<file path="src/hdl/ssp_pkg.sv">
// ssp_pkg: shared types, constants and helper functions of the sweep sector polygon block
// no dependencies; compile first
`timescale 1ns / 1ps
`default_nettype none

package ssp_pkg;

	localparam int DEG_TURN = 360;
	localparam int DEG_HALF = 180;
	localparam int DEG_QUARTER = 90;
	localparam int ANGLE_W = 9;
	localparam int RAW_W = 13;
	localparam int COORD_W = 16;
	localparam int SIZE_W = 13;
	localparam int CORNER_W = 7;
	localparam int VTX_W = 17;
	localparam int CFG_IDX_W = 3;
	localparam int CFG_DATA_W = 16;
	localparam int MAX_VTX = 7;
	localparam int SLOT_W = 3;

	typedef enum logic [CFG_IDX_W-1:0] {
		REG_SWEEP_CW,
		REG_RECT_LEFT,
		REG_RECT_TOP,
		REG_RECT_WIDTH,
		REG_RECT_HEIGHT,
		REG_CORNER_ANGLE
	} cfg_reg_t;

	typedef struct packed {
		logic                       cw;
		logic signed [COORD_W-1:0]  left;
		logic signed [COORD_W-1:0]  top;
		logic [SIZE_W-1:0]          width;
		logic [SIZE_W-1:0]          height;
		logic [CORNER_W-1:0]        corner;
	} cfg_t;

	typedef struct packed {
		logic signed [VTX_W-1:0] x;
		logic signed [VTX_W-1:0] y;
	} vertex_t;

	// angle of corner id (0..3 for the four corners, in match order)
	function automatic logic [ANGLE_W-1:0] corner_ang(input logic [CORNER_W-1:0] m,
		input logic [1:0] id);
		logic [ANGLE_W-1:0] mm;
		logic [ANGLE_W-1:0] r;
		mm = {2'b00, m};
		case (id)
			2'd0: r = mm;
			2'd1: r = ANGLE_W'(DEG_HALF) - mm;
			2'd2: r = ANGLE_W'(DEG_HALF) + mm;
			2'd3: r = ANGLE_W'(DEG_TURN) - mm;
			default: r = mm;
		endcase
		return r;
	endfunction

	function automatic vertex_t corner_xy(input cfg_t cfg, input logic [1:0] id);
		logic signed [VTX_W-1:0] lx;
		logic signed [VTX_W-1:0] ty;
		logic signed [VTX_W-1:0] wx;
		logic signed [VTX_W-1:0] hy;
		vertex_t v;
		lx = {cfg.left[COORD_W-1], cfg.left};
		ty = {cfg.top[COORD_W-1], cfg.top};
		wx = {{(VTX_W-SIZE_W){1'b0}}, cfg.width};
		hy = {{(VTX_W-SIZE_W){1'b0}}, cfg.height};
		v.x = (id == 2'd0 || id == 2'd3) ? lx + wx : lx;
		v.y = (id == 2'd0 || id == 2'd1) ? ty + hy : ty;
		return v;
	endfunction

	function automatic vertex_t centre_xy(input cfg_t cfg);
		vertex_t v;
		v.x = {cfg.left[COORD_W-1], cfg.left} + {{(VTX_W-SIZE_W+1){1'b0}}, cfg.width[SIZE_W-1:1]};
		v.y = {cfg.top[COORD_W-1], cfg.top} + {{(VTX_W-SIZE_W+1){1'b0}}, cfg.height[SIZE_W-1:1]};
		return v;
	endfunction

	// shift-subtract quotient, used only while building constant tables
	function automatic longint unsigned udiv64(input longint unsigned n,
		input longint unsigned d);
		longint unsigned q;
		longint unsigned r;
		q = '0;
		r = '0;
		for (int b = 63; b >= 0; b--) begin
			r = {r[62:0], n[b]};
			if (r >= d) begin
				r = r - d;
				q[b] = 1'b1;
			end
		end
		return q;
	endfunction

	// tangent or cotangent magnitude of whole degree d (0..89) in q(frac);
	// series sine and cosine in q30, evaluated while building the tables
	function automatic longint unsigned trig_q(input int d, input logic want_cot,
		input int frac);
		longint unsigned x;
		longint unsigned x2;
		longint unsigned ts;
		longint unsigned tc;
		longint unsigned s;
		longint unsigned c;
		longint unsigned num;
		longint unsigned den;
		longint sin_acc;
		longint cos_acc;
		x = udiv64((longint'(d) * 64'd31415926) << 30, 64'd1800000000);
		x2 = (x * x) >> 30;
		ts = x;
		tc = 64'd1 << 30;
		sin_acc = longint'(ts);
		cos_acc = longint'(tc);
		for (int k = 1; k <= 12; k++) begin
			ts = udiv64((ts * x2) >> 30, 64'((2 * k) * (2 * k + 1)));
			tc = udiv64((tc * x2) >> 30, 64'((2 * k - 1) * (2 * k)));
			if (k % 2 == 1) begin
				sin_acc = sin_acc - longint'(ts);
				cos_acc = cos_acc - longint'(tc);
			end else begin
				sin_acc = sin_acc + longint'(ts);
				cos_acc = cos_acc + longint'(tc);
			end
		end
		s = (sin_acc > 0) ? longint'(sin_acc) : 64'd0;
		c = (cos_acc > 0) ? longint'(cos_acc) : 64'd0;
		num = want_cot ? c : s;
		den = want_cot ? s : c;
		if (den == 64'd0)
			return 64'd0;
		return udiv64((num << frac) + (den >> 1), den);
	endfunction

endpackage

`default_nettype wire

</file>
<file path="src/hdl/ssp_sweep_if.sv">
// ssp_sweep_if: valid/ready channel carrying one sweep request word
// depends on nothing
`timescale 1ns / 1ps
`default_nettype none

interface ssp_sweep_if;
	logic               valid;
	logic               ready;
	logic signed [12:0] sweep_start;
	logic signed [12:0] sweep_end;

	modport source (output valid, output sweep_start, output sweep_end, input ready);
	modport sink (input valid, input sweep_start, input sweep_end, output ready);
endinterface

`default_nettype wire

</file>
<file path="src/hdl/ssp_vertex_if.sv">
// ssp_vertex_if: valid/ready channel carrying one polygon vertex word
// depends on nothing
`timescale 1ns / 1ps
`default_nettype none

interface ssp_vertex_if;
	logic               valid;
	logic               ready;
	logic signed [16:0] vertex_x;
	logic signed [16:0] vertex_y;
	logic               last_vertex;

	modport source (output valid, output vertex_x, output vertex_y, output last_vertex,
		input ready);
	modport sink (input valid, input vertex_x, input vertex_y, input last_vertex,
		output ready);
endinterface

`default_nettype wire

</file>
<file path="src/hdl/ssp_edge_lane.sv">
// ssp_edge_lane: edge point of one reduced angle, three stages (lookup, multiply, round/add)
// depends on ssp_pkg
`timescale 1ns / 1ps
`default_nettype none

module ssp_edge_lane #(
	parameter int TAN_FRACTION_BITS = 16
) (
	input  wire logic                         clk,
	input  wire logic                         en,
	input  wire ssp_pkg::cfg_t                cfg,
	input  wire logic [ssp_pkg::ANGLE_W-1:0]  angle,
	output ssp_pkg::vertex_t                  vtx
);
	import ssp_pkg::*;

	localparam int F = TAN_FRACTION_BITS;
	localparam int VW = F + 7;
	localparam int PW = VW + SIZE_W + 1;
	localparam int PW1 = PW + 1;
	localparam logic signed [PW:0] RND = PW1'(longint'(1) << F);
	localparam logic signed [PW:0] BIAS = PW1'((longint'(1) << (F + 1)) - 1);
	localparam logic signed [PW:0] VMIN = -PW1'(65536);
	localparam logic signed [PW:0] VMAX = PW1'(65535);

	typedef logic [VW-1:0] tab_t [DEG_QUARTER];
	typedef enum logic [2:0] {K_CORNER, K_RIGHT, K_BOTTOM, K_LEFT, K_TOP} kind_t;

	function automatic tab_t build_tab(input logic want_cot);
		tab_t t;
		for (int i = 0; i < DEG_QUARTER; i++)
			t[i] = VW'(trig_q(i, want_cot, F));
		return t;
	endfunction

	localparam tab_t TAN_TAB = build_tab(1'b0);
	localparam tab_t COT_TAB = build_tab(1'b1);

	// stage 3: classify and look up
	kind_t                 kind_c;
	logic [1:0]            cid_c;
	logic [ANGLE_W-1:0]    c1, c2, c3, c4, m9;
	logic [7:0]            red;
	logic [7:0]            rr;
	logic                  neg;
	logic [6:0]            tix;
	logic [VW-1:0]         mag;
	logic signed [VW-1:0]  val_c;

	always_comb begin
		m9 = {2'b00, cfg.corner};
		c1 = corner_ang(cfg.corner, 2'd0);
		c2 = corner_ang(cfg.corner, 2'd1);
		c3 = corner_ang(cfg.corner, 2'd2);
		c4 = corner_ang(cfg.corner, 2'd3);
		cid_c = 2'd0;
		if (angle == c1) begin
			kind_c = K_CORNER;
		end else if (angle == c2) begin
			kind_c = K_CORNER;
			cid_c = 2'd1;
		end else if (angle == c3) begin
			kind_c = K_CORNER;
			cid_c = 2'd2;
		end else if (angle == c4) begin
			kind_c = K_CORNER;
			cid_c = 2'd3;
		end else if (angle < m9 || angle > c4) begin
			kind_c = K_RIGHT;
		end else if (angle < c2) begin
			kind_c = K_BOTTOM;
		end else if (angle < c3) begin
			kind_c = K_LEFT;
		end else begin
			kind_c = K_TOP;
		end
		// reference angle within the quarter turn
		red = (angle >= ANGLE_W'(DEG_HALF)) ? 8'(angle - ANGLE_W'(DEG_HALF)) : angle[7:0];
		neg = red > 8'(DEG_QUARTER);
		rr = neg ? 8'(DEG_HALF) - red : red;
		tix = (rr == 8'(DEG_QUARTER)) ? 7'd0 : rr[6:0];
		if (rr == 8'(DEG_QUARTER) || kind_c == K_CORNER)
			mag = '0;
		else if (kind_c == K_BOTTOM || kind_c == K_TOP)
			mag = COT_TAB[tix];
		else
			mag = TAN_TAB[tix];
		val_c = neg ? -signed'(mag) : signed'(mag);
	end

	kind_t                kind_s3, kind_s4;
	logic [1:0]           cid_s3, cid_s4;
	logic signed [VW-1:0] val_s3;
	logic signed [PW-1:0] prod_s4;

	always_ff @(posedge clk) begin
		if (en) begin
			kind_s3 <= kind_c;
			cid_s3 <= cid_c;
			val_s3 <= val_c;
			kind_s4 <= kind_s3;
			cid_s4 <= cid_s3;
			prod_s4 <= val_s3 * signed'({1'b0,
				(kind_s3 == K_BOTTOM || kind_s3 == K_TOP) ? cfg.height : cfg.width});
		end
	end

	// stage 5: half offset rounded, truncated toward zero, then placed and clamped
	logic signed [PW:0] num;
	logic signed [PW:0] ofs;
	logic signed [PW:0] base;
	logic signed [PW:0] sum;
	vertex_t            ctr;
	vertex_t            crn;
	vertex_t            vtx_c;

	always_comb begin
		num = PW1'(prod_s4) + RND;
		ofs = (num[PW] ? num + BIAS : num) >>> (F + 1);
		ctr = centre_xy(cfg);
		crn = corner_xy(cfg, cid_s4);
		case (kind_s4)
			K_RIGHT, K_LEFT: base = PW1'(ctr.y);
			default: base = PW1'(ctr.x);
		endcase
		sum = (kind_s4 == K_LEFT || kind_s4 == K_TOP) ? base - ofs : base + ofs;
		if (sum < VMIN)
			sum = VMIN;
		else if (sum > VMAX)
			sum = VMAX;
		case (kind_s4)
			K_CORNER: vtx_c = crn;
			K_RIGHT: begin
				vtx_c.x = corner_xy(cfg, 2'd0).x;
				vtx_c.y = sum[VTX_W-1:0];
			end
			K_LEFT: begin
				vtx_c.x = {cfg.left[COORD_W-1], cfg.left};
				vtx_c.y = sum[VTX_W-1:0];
			end
			K_BOTTOM: begin
				vtx_c.x = sum[VTX_W-1:0];
				vtx_c.y = corner_xy(cfg, 2'd0).y;
			end
			default: begin
				vtx_c.x = sum[VTX_W-1:0];
				vtx_c.y = {cfg.top[COORD_W-1], cfg.top};
			end
		endcase
	end

	always_ff @(posedge clk) begin
		if (en)
			vtx <= vtx_c;
	end

endmodule

`default_nettype wire

</file>
<file path="src/hdl/sweep_sector_polygon_top.sv">
// sweep_sector_polygon_top: sweep request in, sector polygon vertices out
// depends on ssp_pkg, ssp_sweep_if, ssp_vertex_if, ssp_edge_lane
`timescale 1ns / 1ps
`default_nettype none

//  channel  | dir | word                                   | handshake
//  ---------+-----+----------------------------------------+-----------------
//  sweep    | in  | sweep_start, sweep_end (13b signed)    | valid / ready
//  vertex   | out | vertex_x, vertex_y (17b), last_vertex  | valid / ready
//  cfg      | in  | cfg_index, cfg_data                    | cfg_wr_en only
//
//  five register stages: mod-360 product, mod-360 fix, classify/lookup/order,
//  multiply, round and place; the first vertex word is valid once stage 5 loads the buffer
//  a request fills the vertex buffer with 0, 4 or 3..7 vertex words, one per vertex
//  the whole pipe advances on one enable; it stops while stage 5 holds a request
//  that the vertex buffer cannot take yet, and sweep.ready is that enable
//  reset clears valid bits, buffer state and the config registers to their defaults

module sweep_sector_polygon_top #(
	parameter int TAN_FRACTION_BITS = 16
) (
	input  wire logic                             clk,
	input  wire logic                             arst_n,
	ssp_sweep_if.sink                             sweep,
	ssp_vertex_if.source                          vertex,
	input  wire logic                             cfg_wr_en,
	input  wire logic [ssp_pkg::CFG_IDX_W-1:0]    cfg_index,
	input  wire logic [ssp_pkg::CFG_DATA_W-1:0]   cfg_data
);
	import ssp_pkg::*;

	// reciprocal of 360 in q20; the quotient comes out exact or one low
	localparam int RECIP_SH = 20;
	localparam logic [11:0] RECIP = 12'((1 << RECIP_SH) / DEG_TURN);
	localparam logic [13:0] TURN_OFS = 14'(12 * DEG_TURN);

	// configuration registers
	cfg_t cfg_q;

	always_ff @(posedge clk or negedge arst_n) begin
		if (!arst_n) begin
			cfg_q.cw <= 1'b1;
			cfg_q.left <= '0;
			cfg_q.top <= '0;
			cfg_q.width <= SIZE_W'(1);
			cfg_q.height <= SIZE_W'(1);
			cfg_q.corner <= CORNER_W'(45);
		end else if (cfg_wr_en) begin
			case (cfg_reg_t'(cfg_index))
				REG_SWEEP_CW: cfg_q.cw <= cfg_data[0];
				REG_RECT_LEFT: cfg_q.left <= cfg_data;
				REG_RECT_TOP: cfg_q.top <= cfg_data;
				REG_RECT_WIDTH: cfg_q.width <= cfg_data[SIZE_W-1:0];
				REG_RECT_HEIGHT: cfg_q.height <= cfg_data[SIZE_W-1:0];
				REG_CORNER_ANGLE: cfg_q.corner <= cfg_data[CORNER_W-1:0];
				default: ;
			endcase
		end
	end

	// pipeline control
	logic en;
	logic load;
	logic v1_s1, v2_s2, v3_s3, v4_s4, v5_s5;

	assign en = !v5_s5 || load;
	assign sweep.ready = en;

	always_ff @(posedge clk or negedge arst_n) begin
		if (!arst_n) begin
			v1_s1 <= 1'b0;
			v2_s2 <= 1'b0;
			v3_s3 <= 1'b0;
			v4_s4 <= 1'b0;
			v5_s5 <= 1'b0;
		end else if (en) begin
			v1_s1 <= sweep.valid;
			v2_s2 <= v1_s1;
			v3_s3 <= v2_s2;
			v4_s4 <= v3_s3;
			v5_s5 <= v4_s4;
		end
	end

	// stage 1: shift both angles positive and multiply by the reciprocal
	logic [13:0] pos_c [2];
	logic [13:0] pos_s1 [2];
	logic [25:0] prod_s1 [2];
	logic        raw_eq_s1;

	always_comb begin
		pos_c[0] = 14'(sweep.sweep_start) + TURN_OFS;
		pos_c[1] = 14'(sweep.sweep_end) + TURN_OFS;
	end

	always_ff @(posedge clk) begin
		if (en) begin
			for (int i = 0; i < 2; i++) begin
				pos_s1[i] <= pos_c[i];
				prod_s1[i] <= pos_c[i] * RECIP;
			end
			raw_eq_s1 <= sweep.sweep_start == sweep.sweep_end;
		end
	end

	// stage 2: remainder with one correction step
	logic [13:0]        rem_c [2];
	logic [ANGLE_W-1:0] ang_s2 [2];
	logic               raw_eq_s2;

	always_comb begin
		for (int i = 0; i < 2; i++) begin
			rem_c[i] = pos_s1[i] - 14'(prod_s1[i][25:RECIP_SH]) * 14'(DEG_TURN);
			if (rem_c[i] >= 14'(DEG_TURN))
				rem_c[i] = rem_c[i] - 14'(DEG_TURN);
		end
	end

	always_ff @(posedge clk) begin
		if (en) begin
			ang_s2[0] <= rem_c[0][ANGLE_W-1:0];
			ang_s2[1] <= rem_c[1][ANGLE_W-1:0];
			raw_eq_s2 <= raw_eq_s1;
		end
	end

	// stage 3: which corners lie strictly inside the arc, and in what order
	function automatic logic [ANGLE_W-1:0] arc_dist(input logic cw,
		input logic [ANGLE_W-1:0] from, input logic [ANGLE_W-1:0] to);
		logic signed [ANGLE_W:0] d;
		d = cw ? signed'({1'b0, to}) - signed'({1'b0, from})
		       : signed'({1'b0, from}) - signed'({1'b0, to});
		if (d < 0)
			d = d + (ANGLE_W+1)'(DEG_TURN);
		if (d >= (ANGLE_W+1)'(DEG_TURN))
			d = d - (ANGLE_W+1)'(DEG_TURN);
		return d[ANGLE_W-1:0];
	endfunction

	logic [ANGLE_W-1:0] cang [4];
	logic [ANGLE_W-1:0] cdist [4];
	logic [ANGLE_W-1:0] edist;
	logic [3:0]         incl_c;
	logic [1:0]         rank_c [4];
	logic               cvalid;

	always_comb begin
		edist = arc_dist(cfg_q.cw, ang_s2[0], ang_s2[1]);
		for (int i = 0; i < 4; i++) begin
			cang[i] = corner_ang(cfg_q.corner, 2'(i));
			cdist[i] = arc_dist(cfg_q.cw, ang_s2[0], cang[i]);
		end
		for (int i = 0; i < 4; i++) begin
			// a corner sharing an angle with an earlier one is never emitted
			cvalid = cang[i] != ANGLE_W'(DEG_TURN);
			for (int j = 0; j < i; j++)
				if (cang[j] == cang[i])
					cvalid = 1'b0;
			incl_c[i] = cvalid && cdist[i] != '0 && cdist[i] < edist;
		end
		for (int i = 0; i < 4; i++) begin
			rank_c[i] = 2'd0;
			for (int j = 0; j < 4; j++)
				if (incl_c[j] && cdist[j] < cdist[i])
					rank_c[i] = rank_c[i] + 2'd1;
		end
	end

	logic       raw_eq_s3, raw_eq_s4, raw_eq_s5;
	logic       full_s3, full_s4, full_s5;
	logic [3:0] incl_s3, incl_s4, incl_s5;
	logic [1:0] rank_s3 [4];
	logic [1:0] rank_s4 [4];
	logic [1:0] rank_s5 [4];

	always_ff @(posedge clk) begin
		if (en) begin
			raw_eq_s3 <= raw_eq_s2;
			full_s3 <= ang_s2[0] == ang_s2[1];
			incl_s3 <= incl_c;
			rank_s3 <= rank_c;
			raw_eq_s4 <= raw_eq_s3;
			full_s4 <= full_s3;
			incl_s4 <= incl_s3;
			rank_s4 <= rank_s3;
			raw_eq_s5 <= raw_eq_s4;
			full_s5 <= full_s4;
			incl_s5 <= incl_s4;
			rank_s5 <= rank_s4;
		end
	end

	// stages 3 to 5 of the edge points at the start and end angles
	vertex_t edge_s5 [2];

	ssp_edge_lane #(
		.TAN_FRACTION_BITS(TAN_FRACTION_BITS)
	) u_lane_start (
		.clk(clk),
		.en(en),
		.cfg(cfg_q),
		.angle(ang_s2[0]),
		.vtx(edge_s5[0])
	);

	ssp_edge_lane #(
		.TAN_FRACTION_BITS(TAN_FRACTION_BITS)
	) u_lane_end (
		.clk(clk),
		.en(en),
		.cfg(cfg_q),
		.angle(ang_s2[1]),
		.vtx(edge_s5[1])
	);

	// polygon assembly from stage 5
	vertex_t          slot_c [MAX_VTX];
	logic [SLOT_W-1:0] cnt_c;
	logic [SLOT_W-1:0] ncorner;

	always_comb begin
		for (int k = 0; k < MAX_VTX; k++)
			slot_c[k] = '0;
		ncorner = SLOT_W'($countones(incl_s5));
		if (raw_eq_s5) begin
			cnt_c = '0;
		end else if (full_s5) begin
			// same angle after reduction: the whole rectangle
			for (int i = 0; i < 4; i++)
				slot_c[i] = corner_xy(cfg_q, 2'(i));
			cnt_c = SLOT_W'(4);
		end else begin
			slot_c[0] = centre_xy(cfg_q);
			slot_c[1] = edge_s5[0];
			for (int i = 0; i < 4; i++)
				if (incl_s5[i])
					slot_c[SLOT_W'(2) + SLOT_W'(rank_s5[i])] = corner_xy(cfg_q, 2'(i));
			slot_c[SLOT_W'(2) + ncorner] = edge_s5[1];
			cnt_c = SLOT_W'(3) + ncorner;
		end
	end

	// vertex buffer: one polygon, one vertex word per cycle while vertex.ready is high
	vertex_t           slot_q [MAX_VTX];
	logic [SLOT_W-1:0] cnt_q;
	logic [SLOT_W-1:0] idx_q;
	logic              busy_q;
	logic              last;

	assign last = idx_q == cnt_q - SLOT_W'(1);
	assign load = v5_s5 && (!busy_q || (vertex.ready && last));

	always_ff @(posedge clk or negedge arst_n) begin
		if (!arst_n) begin
			busy_q <= 1'b0;
			idx_q <= '0;
			cnt_q <= '0;
		end else if (load) begin
			busy_q <= cnt_c != '0;
			idx_q <= '0;
			cnt_q <= cnt_c;
		end else if (busy_q && vertex.ready) begin
			if (last)
				busy_q <= 1'b0;
			else
				idx_q <= idx_q + SLOT_W'(1);
		end
	end

	always_ff @(posedge clk) begin
		if (load)
			slot_q <= slot_c;
	end

	assign vertex.valid = busy_q;
	assign vertex.vertex_x = slot_q[idx_q].x;
	assign vertex.vertex_y = slot_q[idx_q].y;
	assign vertex.last_vertex = last;

	// a busy buffer never holds an empty polygon
	a_busy_cnt: assert property (@(posedge clk) disable iff (!arst_n)
		busy_q |-> cnt_q != '0)
		else $error("vertex buffer busy with no vertices");

	// the read index stays inside the polygon
	a_idx_range: assert property (@(posedge clk) disable iff (!arst_n)
		busy_q |-> idx_q < cnt_q)
		else $error("vertex index beyond polygon");

	// a stalled stage 5 request is kept until the buffer takes it
	a_s5_hold: assert property (@(posedge clk) disable iff (!arst_n)
		(v5_s5 && !load) |=> (v5_s5 && $stable(incl_s5) && $stable(full_s5)))
		else $error("stage 5 request lost under stall");

endmodule

`default_nettype wire
</file>
<file path="src/flat_wrapper.sv">
// flat-port wrapper written by rule: the top's interface ports become plain ports
module sweep_sector_polygon_top_flat import ssp_pkg::*;
#(
	parameter int TAN_FRACTION_BITS = 16
)
  (clk, arst_n, cfg_wr_en, cfg_index, cfg_data, sweep_valid, sweep_sweep_start, sweep_sweep_end, sweep_ready, vertex_valid, vertex_vertex_x, vertex_vertex_y, vertex_last_vertex, vertex_ready);
  ssp_sweep_if sweep_i ();
  ssp_vertex_if vertex_i ();
  input  wire logic clk;
  input  wire logic arst_n;
  input  wire logic cfg_wr_en;
  input  wire logic [ssp_pkg::CFG_IDX_W-1:0] cfg_index;
  input  wire logic [ssp_pkg::CFG_DATA_W-1:0] cfg_data;
  input wire logic [$bits(sweep_i.valid)-1:0] sweep_valid;
  input wire logic [$bits(sweep_i.sweep_start)-1:0] sweep_sweep_start;
  input wire logic [$bits(sweep_i.sweep_end)-1:0] sweep_sweep_end;
  output wire logic [$bits(sweep_i.ready)-1:0] sweep_ready;
  output wire logic [$bits(vertex_i.valid)-1:0] vertex_valid;
  output wire logic [$bits(vertex_i.vertex_x)-1:0] vertex_vertex_x;
  output wire logic [$bits(vertex_i.vertex_y)-1:0] vertex_vertex_y;
  output wire logic [$bits(vertex_i.last_vertex)-1:0] vertex_last_vertex;
  input wire logic [$bits(vertex_i.ready)-1:0] vertex_ready;
  assign sweep_i.valid = sweep_valid;
  assign sweep_i.sweep_start = sweep_sweep_start;
  assign sweep_i.sweep_end = sweep_sweep_end;
  assign sweep_ready = sweep_i.ready;
  assign vertex_valid = vertex_i.valid;
  assign vertex_vertex_x = vertex_i.vertex_x;
  assign vertex_vertex_y = vertex_i.vertex_y;
  assign vertex_last_vertex = vertex_i.last_vertex;
  assign vertex_i.ready = vertex_ready;
  sweep_sector_polygon_top #(.TAN_FRACTION_BITS(TAN_FRACTION_BITS)) u_core (.clk(clk), .arst_n(arst_n), .sweep(sweep_i), .vertex(vertex_i), .cfg_wr_en(cfg_wr_en), .cfg_index(cfg_index), .cfg_data(cfg_data));
endmodule
</file>
<file path="config.mk">
export PLATFORM = sky130hd
export DESIGN_NAME = sweep_sector_polygon_top_flat
export DESIGN_NICKNAME = d
export VERILOG_FILES = /design/src/hdl/ssp_pkg.sv /design/src/hdl/ssp_sweep_if.sv /design/src/hdl/ssp_vertex_if.sv /design/src/hdl/ssp_edge_lane.sv /design/src/hdl/sweep_sector_polygon_top.sv /design/src/flat_wrapper.sv
export SDC_FILE = /design/constraint.sdc
export NUM_CORES = 2
export LEC_CHECK = 0
export BUFFER_PORTS_ARGS = -buffer_cell sky130_fd_sc_hd__buf_2
export CORE_MARGIN = 1
export CORE_UTILIZATION = 30
export DETAILED_ROUTE_END_ITERATION = 7
export SYNTH_ARGS = -nofsm -noshare
export SYNTH_HDL_FRONTEND = slang
export SYNTH_SLANG_ARGS = --single-unit
</file>
<file path="constraint.sdc">
create_clock -name clk -period 15.66 [get_ports clk]
set_clock_uncertainty 0.15 [all_clocks]
set_input_delay 3.915 -clock clk [delete_from_list [all_inputs] [get_ports clk]]
set_output_delay 3.915 -clock clk [all_outputs]
set_load 0.05 [all_outputs]
</file>
# After elaboration in Yosys (flattened, before gate mapping)
# Memories as Yosys holds them, arrays and structs flattened.
# Index checks and enable logic that the tools add are counted.
# op_classes
addsub,70
mul,6
n_div,0
magnitude_cmp,61
n_eq_ne,48
n_shift,0
muxes,138
bitwise,8
n_reduce_logical,76
# ops
operator,n
$mux W238,12
$bwmux W238,5
$demux W34 S3,5
$mux W23,14
$pmux W34 S4,2
$mux W34,7
$mux W38,6
$lt A9 B9 Y1,24
$mux W136,1
$mux W17,8
$bmux W34 S3,1
$mux W10,10
$eq A9 B9 Y1,10
$sub A9 B9 Y10,8
$add A37 B18 Y38 const B,2
$add A38 B18 Y38 const B,2
$add A38 B21 Y38,2
$gt A38 B17 Y1 const B,2
$lt A38 B17 Y1 const B,2
$sub A38 B21 Y38,2
$mul A23 B14 Y37,2
$mux W9,7
$sub A9 B9 Y9 const B,7
$mux W3,19
other kinds (62),247
# word_totals
reg_bits,568
latch_bits,0
ramBits,88
rom_bits,11776
inputBits,50
output_inout_bits,37
n_memories,7
# mem_list
name,depth,width,read_ports,rd_clocked_by_memory_dff,write_ports,line_no,source
(name not given),128,23,1,0,0,ssp_edge_lane.sv:87,mag = TAN_TAB[tix];
(name not given),128,23,1,0,0,ssp_edge_lane.sv:85,mag = COT_TAB[tix];
(name not given),128,23,1,0,0,ssp_edge_lane.sv:87,
(name not given),128,23,1,0,0,ssp_edge_lane.sv:85,
u_core.prod_s1,2,21,2,0,2,sweep_sector_polygon_top.sv:88,logic [25:0] prod_s1 [2];
u_core.pos_s1,2,14,2,0,2,sweep_sector_polygon_top.sv:87,logic [13:0] pos_s1 [2];
1 more memories,--,--,--,--,--,--,

# Logic depth before layout (Yosys ltp)
# logic_depth
word_depth,24
mapped_depth,36

# By module
# A second synthesis with hierarchy kept.
# hier_totals
hier_cells,10633
hier_area_um2,92281.0
# by_module_without_submodules
mod,n_inst,cells_each,area_each_um2
sweep_sector_polygon_top,1,3830,36762.8
ssp_edge_lane at u_core.u_lane_end,1,3433,28189.5
ssp_edge_lane at u_core.u_lane_start,1,3370,27328.7

# Least setup slack after synthesis
# OpenSTA, ideal clock, no wires.
# synth_path
path_kind,input -> output
startpoint,input vertex_ready
endpoint,output sweep_ready
t_arrival_ns,11.142
required_time_ns,11.595
slack_ns,0.453
cell_stages,4
path_buffers,0
path_cell_list,inv_1 o21ai_0 inv_1 nand2_1
# synth_between
elab_chain_cells,4
# synth_rtl
item,line_no,source
start: declaration,flat_wrapper.sv:22,input wire logic [$bits(vertex_i.ready)-1:0] vertex_ready;
$logic_and A1 B1 Y1,sweep_sector_polygon_top.sv:251,assign load = v5_s5 && (!busy_q || (vertex.ready && last));
$logic_or A1 B1 Y1,sweep_sector_polygon_top.sv:251,
$logic_and A1 B1 Y1,sweep_sector_polygon_top.sv:251,
$logic_or A1 B1 Y1,sweep_sector_polygon_top.sv:66,assign en = !v5_s5 || load;
end: declaration,flat_wrapper.sv:17,output wire logic [$bits(sweep_i.ready)-1:0] sweep_ready;
# Every way passes these cells.

# Worst setup path after layout
# layout_path
startpoint,register u_core.u_lane_end.kind_s3[2]
endpoint,register u_core.u_lane_end.prod_s4[36] (data pin)
# layout_between
elab_chain_cells,4
# layout_rtl
item,line_no,source
start: declaration,ssp_edge_lane.sv:91,"kind_t kind_s3, kind_s4;"
start signal: assignment,ssp_edge_lane.sv:98,kind_s3 <= kind_c;
$eq A3 B2 Y1 / $eq A3 B3 Y1 (equally long branches),ssp_edge_lane.sv:104,(kind_s3 == K_BOTTOM || kind_s3 == K_TOP) ? cfg.height : cfg.width});
$logic_or A1 B1 Y1 *,ssp_edge_lane.sv:104,
$mux W13 *,ssp_edge_lane.sv:104,
$mul A23 B14 Y37 *,ssp_edge_lane.sv:103,"prod_s4 <= val_s3 * signed'({1'b0,"
end signal: assignment,ssp_edge_lane.sv:103,
end: declaration,ssp_edge_lane.sv:94,logic signed [PW-1:0] prod_s4;
# Mark *: on every way between the ends. The rest lies on a longest branch, timed or not.
# A chain may end at the register's enable or synchronous reset.

==> flow_metrics.tcl <==
set metrics [dict create \
    critical_path_required_ps 15940 \
    grt_pass1_wl_um 478000 \
    syn_area_per_cell_sq_um 8.66 \
    multi_input_area_sq_um 61900 \
    arrival_ps 10050 \
    chipWidth_um 536 \
    io_pins 87 \
    layout_common_cells "inv_1, nand2_1, a21oi_1, ha_1, nor2_1" \
    drive_gt1_frac 0.0726 \
    areaGrowthSynthToFinish_pct 8.72 \
    cts_root_buf "clkbuf_16" \
    final_antenna_net_count 0 \
    cp_slowest_cell "mux2_2" \
    antenna_found_initial 21 \
    hold_ws_ps 263 \
    path_buf_inv 5 \
    setup_tns_ps 0 \
    htreeDepth 3 \
    hpwl_um 234000 \
    crit_end "u_core.u_lane_end.prod_s4[36]" \
    wl_per_cell_um 23.6 \
    crit_start "u_core.u_lane_end.kind_s3[2]" \
    cts_resized 0 \
    wl_um 318000 \
    cp.depth 30 \
    clock-sinks 626 \
    path_clk_slew_ps 60 \
    r2r_cells 30 \
    post-route-period-util 0.624 \
    vias 77720 \
    placed_cells 13353 \
    layout.cells.non_filler 13500 \
    synth_edf_count 548 \
    die_area_sq_um 287000 \
    initial_core_util 0.302 \
    rsz0062_at_grt "no" \
    seq_area_frac_synth 0.215 \
    worstSetupPathType "reg2reg" \
    final.fill_count 29670 \
    via_per_inst 5.76 \
    setup_viol 0 \
    synthTopCellsByArea "edfxtp_1, fa_1, ha_1" \
    synth_top_flop_cell "edfxtp_1" \
    critical_path.max_fanout 23 \
    portBuffers 86 \
    fmax_mhz 102 \
    cpPeakStageDelay_ps 590 \
    yosysWarnings 0 \
    drv_cap 0 \
    synthCells 9881 \
    crit_path_end_kind "flip-flop" \
    rr_endpoint "u_core.u_lane_end.prod_s4[36]" \
    insertion_delay_ps 700 \
    gp_congestion 1.06 \
    status "finished clean" \
    drc 0 \
    worst_pin_slew_ps 1380 \
    drt_iter0_drc 8613 \
    hp-class "reg2reg" \
    mappedNetlistArea_sq_um 85600 \
    fin_util 0.329 \
    cts_buffer_depth 3 \
    die_y_um 536 \
    ys_ff_latch 626 \
    period_minus_slack_ps 9770 \
    seq_area_sq_um 18400 \
    synthArstFlopShare 0.125 \
    grt_pass1_vias 75251 \
    cts_hold_buf 0 \
    synth.distinct_cells 105 \
    finalNetCount 11085 \
    slew_headroom 0.0751 \
    tritoncts "done" \
    netlist.area_leader.share 0.192 \
    startpoint_type "flip-flop" \
    final-hold-violation-count 0 \
    grt_max_degree 97 \
    grt_usage 0.216 \
    reg2reg_slack_ps 5890 \
    critPathTopFamily "compound AO/OA/AOI/OAI gates" \
    yosys.area.top_type "edfxtp_1" \
    drv_slew 0 \
    first_pass_iters 7 \
    numCtsBuffers 75 \
    synth_nets 11279 \
    core_sq_um 283000 \
    post_cts_buffers 0 \
    layout_commonest_cell "inv_1" \
    rows 195 \
    overflow 0 \
    worstReg2RegStart "u_core.u_lane_end.kind_s3[2]" \
]
[per-layer routing]
layer	routed length [um]	share of wire	vias up	track usage
met4	17600	0.055	8	0.106
met5	40	0.00013	-	0
met1	134000	0.42	37732	0.289
met3	30000	0.094	999	0.0437
met2	136000	0.43	4038	0.329
li1	-	-	34943	-
[cell type report]
| cell class | instances | share of cell area |
|---|---|---|
| inverter | 904 | 0.0366 |
| timing repair buffer | 314 | 0.0231 |
| multi-input combinational | 7766 | 0.665 |
| tap | 3743 | 0.0503 |
| clock inverter | 37 | 0.00517 |
| sequential | 626 | 0.198 |
| clock buffer | 98 | 0.0216 |
| antenna | 12 | 0.000323 |
[flip-flops by register name, summed over array words and instances, names as in the netlist, 4 cells and up]
name                         cells
u_core.slot_q                  238
u_core.cfg_q                    59
u_core.u_lane_end.prod_s4       37
u_core.u_lane_start.prod_s4     37
u_core.u_lane_end.vtx           34
u_core.u_lane_start.vtx         34
u_core.pos_s1                   26
u_core.u_lane_end.val_s3        23
u_core.u_lane_start.val_s3      23
u_core.ang_s2                   18
u_core.prod_s1                  14
u_core.rank_s3                   8
u_core.rank_s4                   8
u_core.rank_s5                   8
u_core.cang                      7
u_core.incl_s3                   4
u_core.incl_s4                   4
u_core.incl_s5                   4
[cells by family (layout without fill, tap and decap cells)]
logic type,after synthesis,in the layout,synth area share
AND/OR/NAND/NOR,3017,3017,0.173
multiplexers,247,247,0.0352
XOR/XNOR,506,506,0.0518
other,0,12,0
AO/OA/AOI/OAI,2648,2648,0.205
adder cells (fa/ha/maj),1348,1348,0.254
buffers and inverters,1489,1353,0.0660
flip-flops,626,626,0.215
[how the worst min path moves through the flow]
stage | cells past startpoint | start | slack, ps | to
2_1_floorplan | 0 | u_core.prod_s1[0][0] | 250 | u_core.ang_s2[0][0]
3_3_place_gp | 0 | u_core.rank_s3[5] | 250 | u_core.rank_s4[5]
3_5_place_dp | 0 | u_core.incl_s3[1] | 250 | u_core.incl_s4[1]
4_1_cts | 0 | u_core.pos_s1[0][16] | 250 | u_core.ang_s2[0][11]
5_1_grt | 0 | u_core.pos_s1[0][16] | 260 | u_core.ang_s2[0][11]
6_report | 0 | u_core.pos_s1[0][16] | 260 | u_core.ang_s2[0][11]
[per-stage QoR]
| step | setup WS (ps) | area (sq um) |
|---|---|---|
| after floorplan | 453 | 85600 |
| after global placement | 5990 | 90500 |
| after detailed placement | 5950 | 90500 |
| after CTS | 5900 | 93000 |
| after global routing | 5100 | 93000 |
| final | 5890 | 93000 |
[cells in the mapped netlist (36+ instances only)]
| library cell | n |
|---|---|
| and2_1 | 126 |
| nor4_1 | 74 |
| inv_1 | 895 |
| xnor2_1 | 358 |
| nor3_1 | 262 |
| nand2b_1 | 92 |
| o22ai_1 | 61 |
| or2_2 | 36 |
| o221ai_1 | 37 |
| o31ai_1 | 67 |
| a31oi_1 | 98 |
| dfrtp_1 | 71 |
| ha_1 | 701 |
| o21bai_1 | 71 |
| nand4_1 | 84 |
| nand3_1 | 187 |
| a221o_1 | 42 |
| a22oi_1 | 75 |
| nor2b_1 | 382 |
| o21ai_1 | 45 |
| o211ai_1 | 119 |
| a221oi_1 | 114 |
| fa_1 | 647 |
| nor2_1 | 686 |
| o21a_1 | 75 |
| or3_1 | 54 |
| nand2_1 | 824 |
| mux2_2 | 90 |
| mux2i_1 | 122 |
| clkbuf_1 | 491 |
| buf_2 | 37 |
| a21o_1 | 145 |
| xor2_1 | 148 |
| edfxtp_1 | 548 |
| a21oi_1 | 706 |
| and3_1 | 77 |
| a311oi_1 | 37 |
| a211oi_1 | 109 |
| o21ai_0 | 501 |
| buf_1 | 56 |
[worst reg2reg max path: cells and delay by family (launching register included)]
kind | cells | cell delay, ps
muxes | 1 | 600
buffers and inverters | 5 | 480
AOI/OAI and AO/OA | 12 | 3430
DFF | 1 | 410
adders and majority gates | 7 | 3390
xor gates and xnor gates | 2 | 280
and+or+nand+nor | 3 | 810
Power is not shown: default switching activity piles up to over one toggle a cycle in this logic, so the estimate is an artifact.
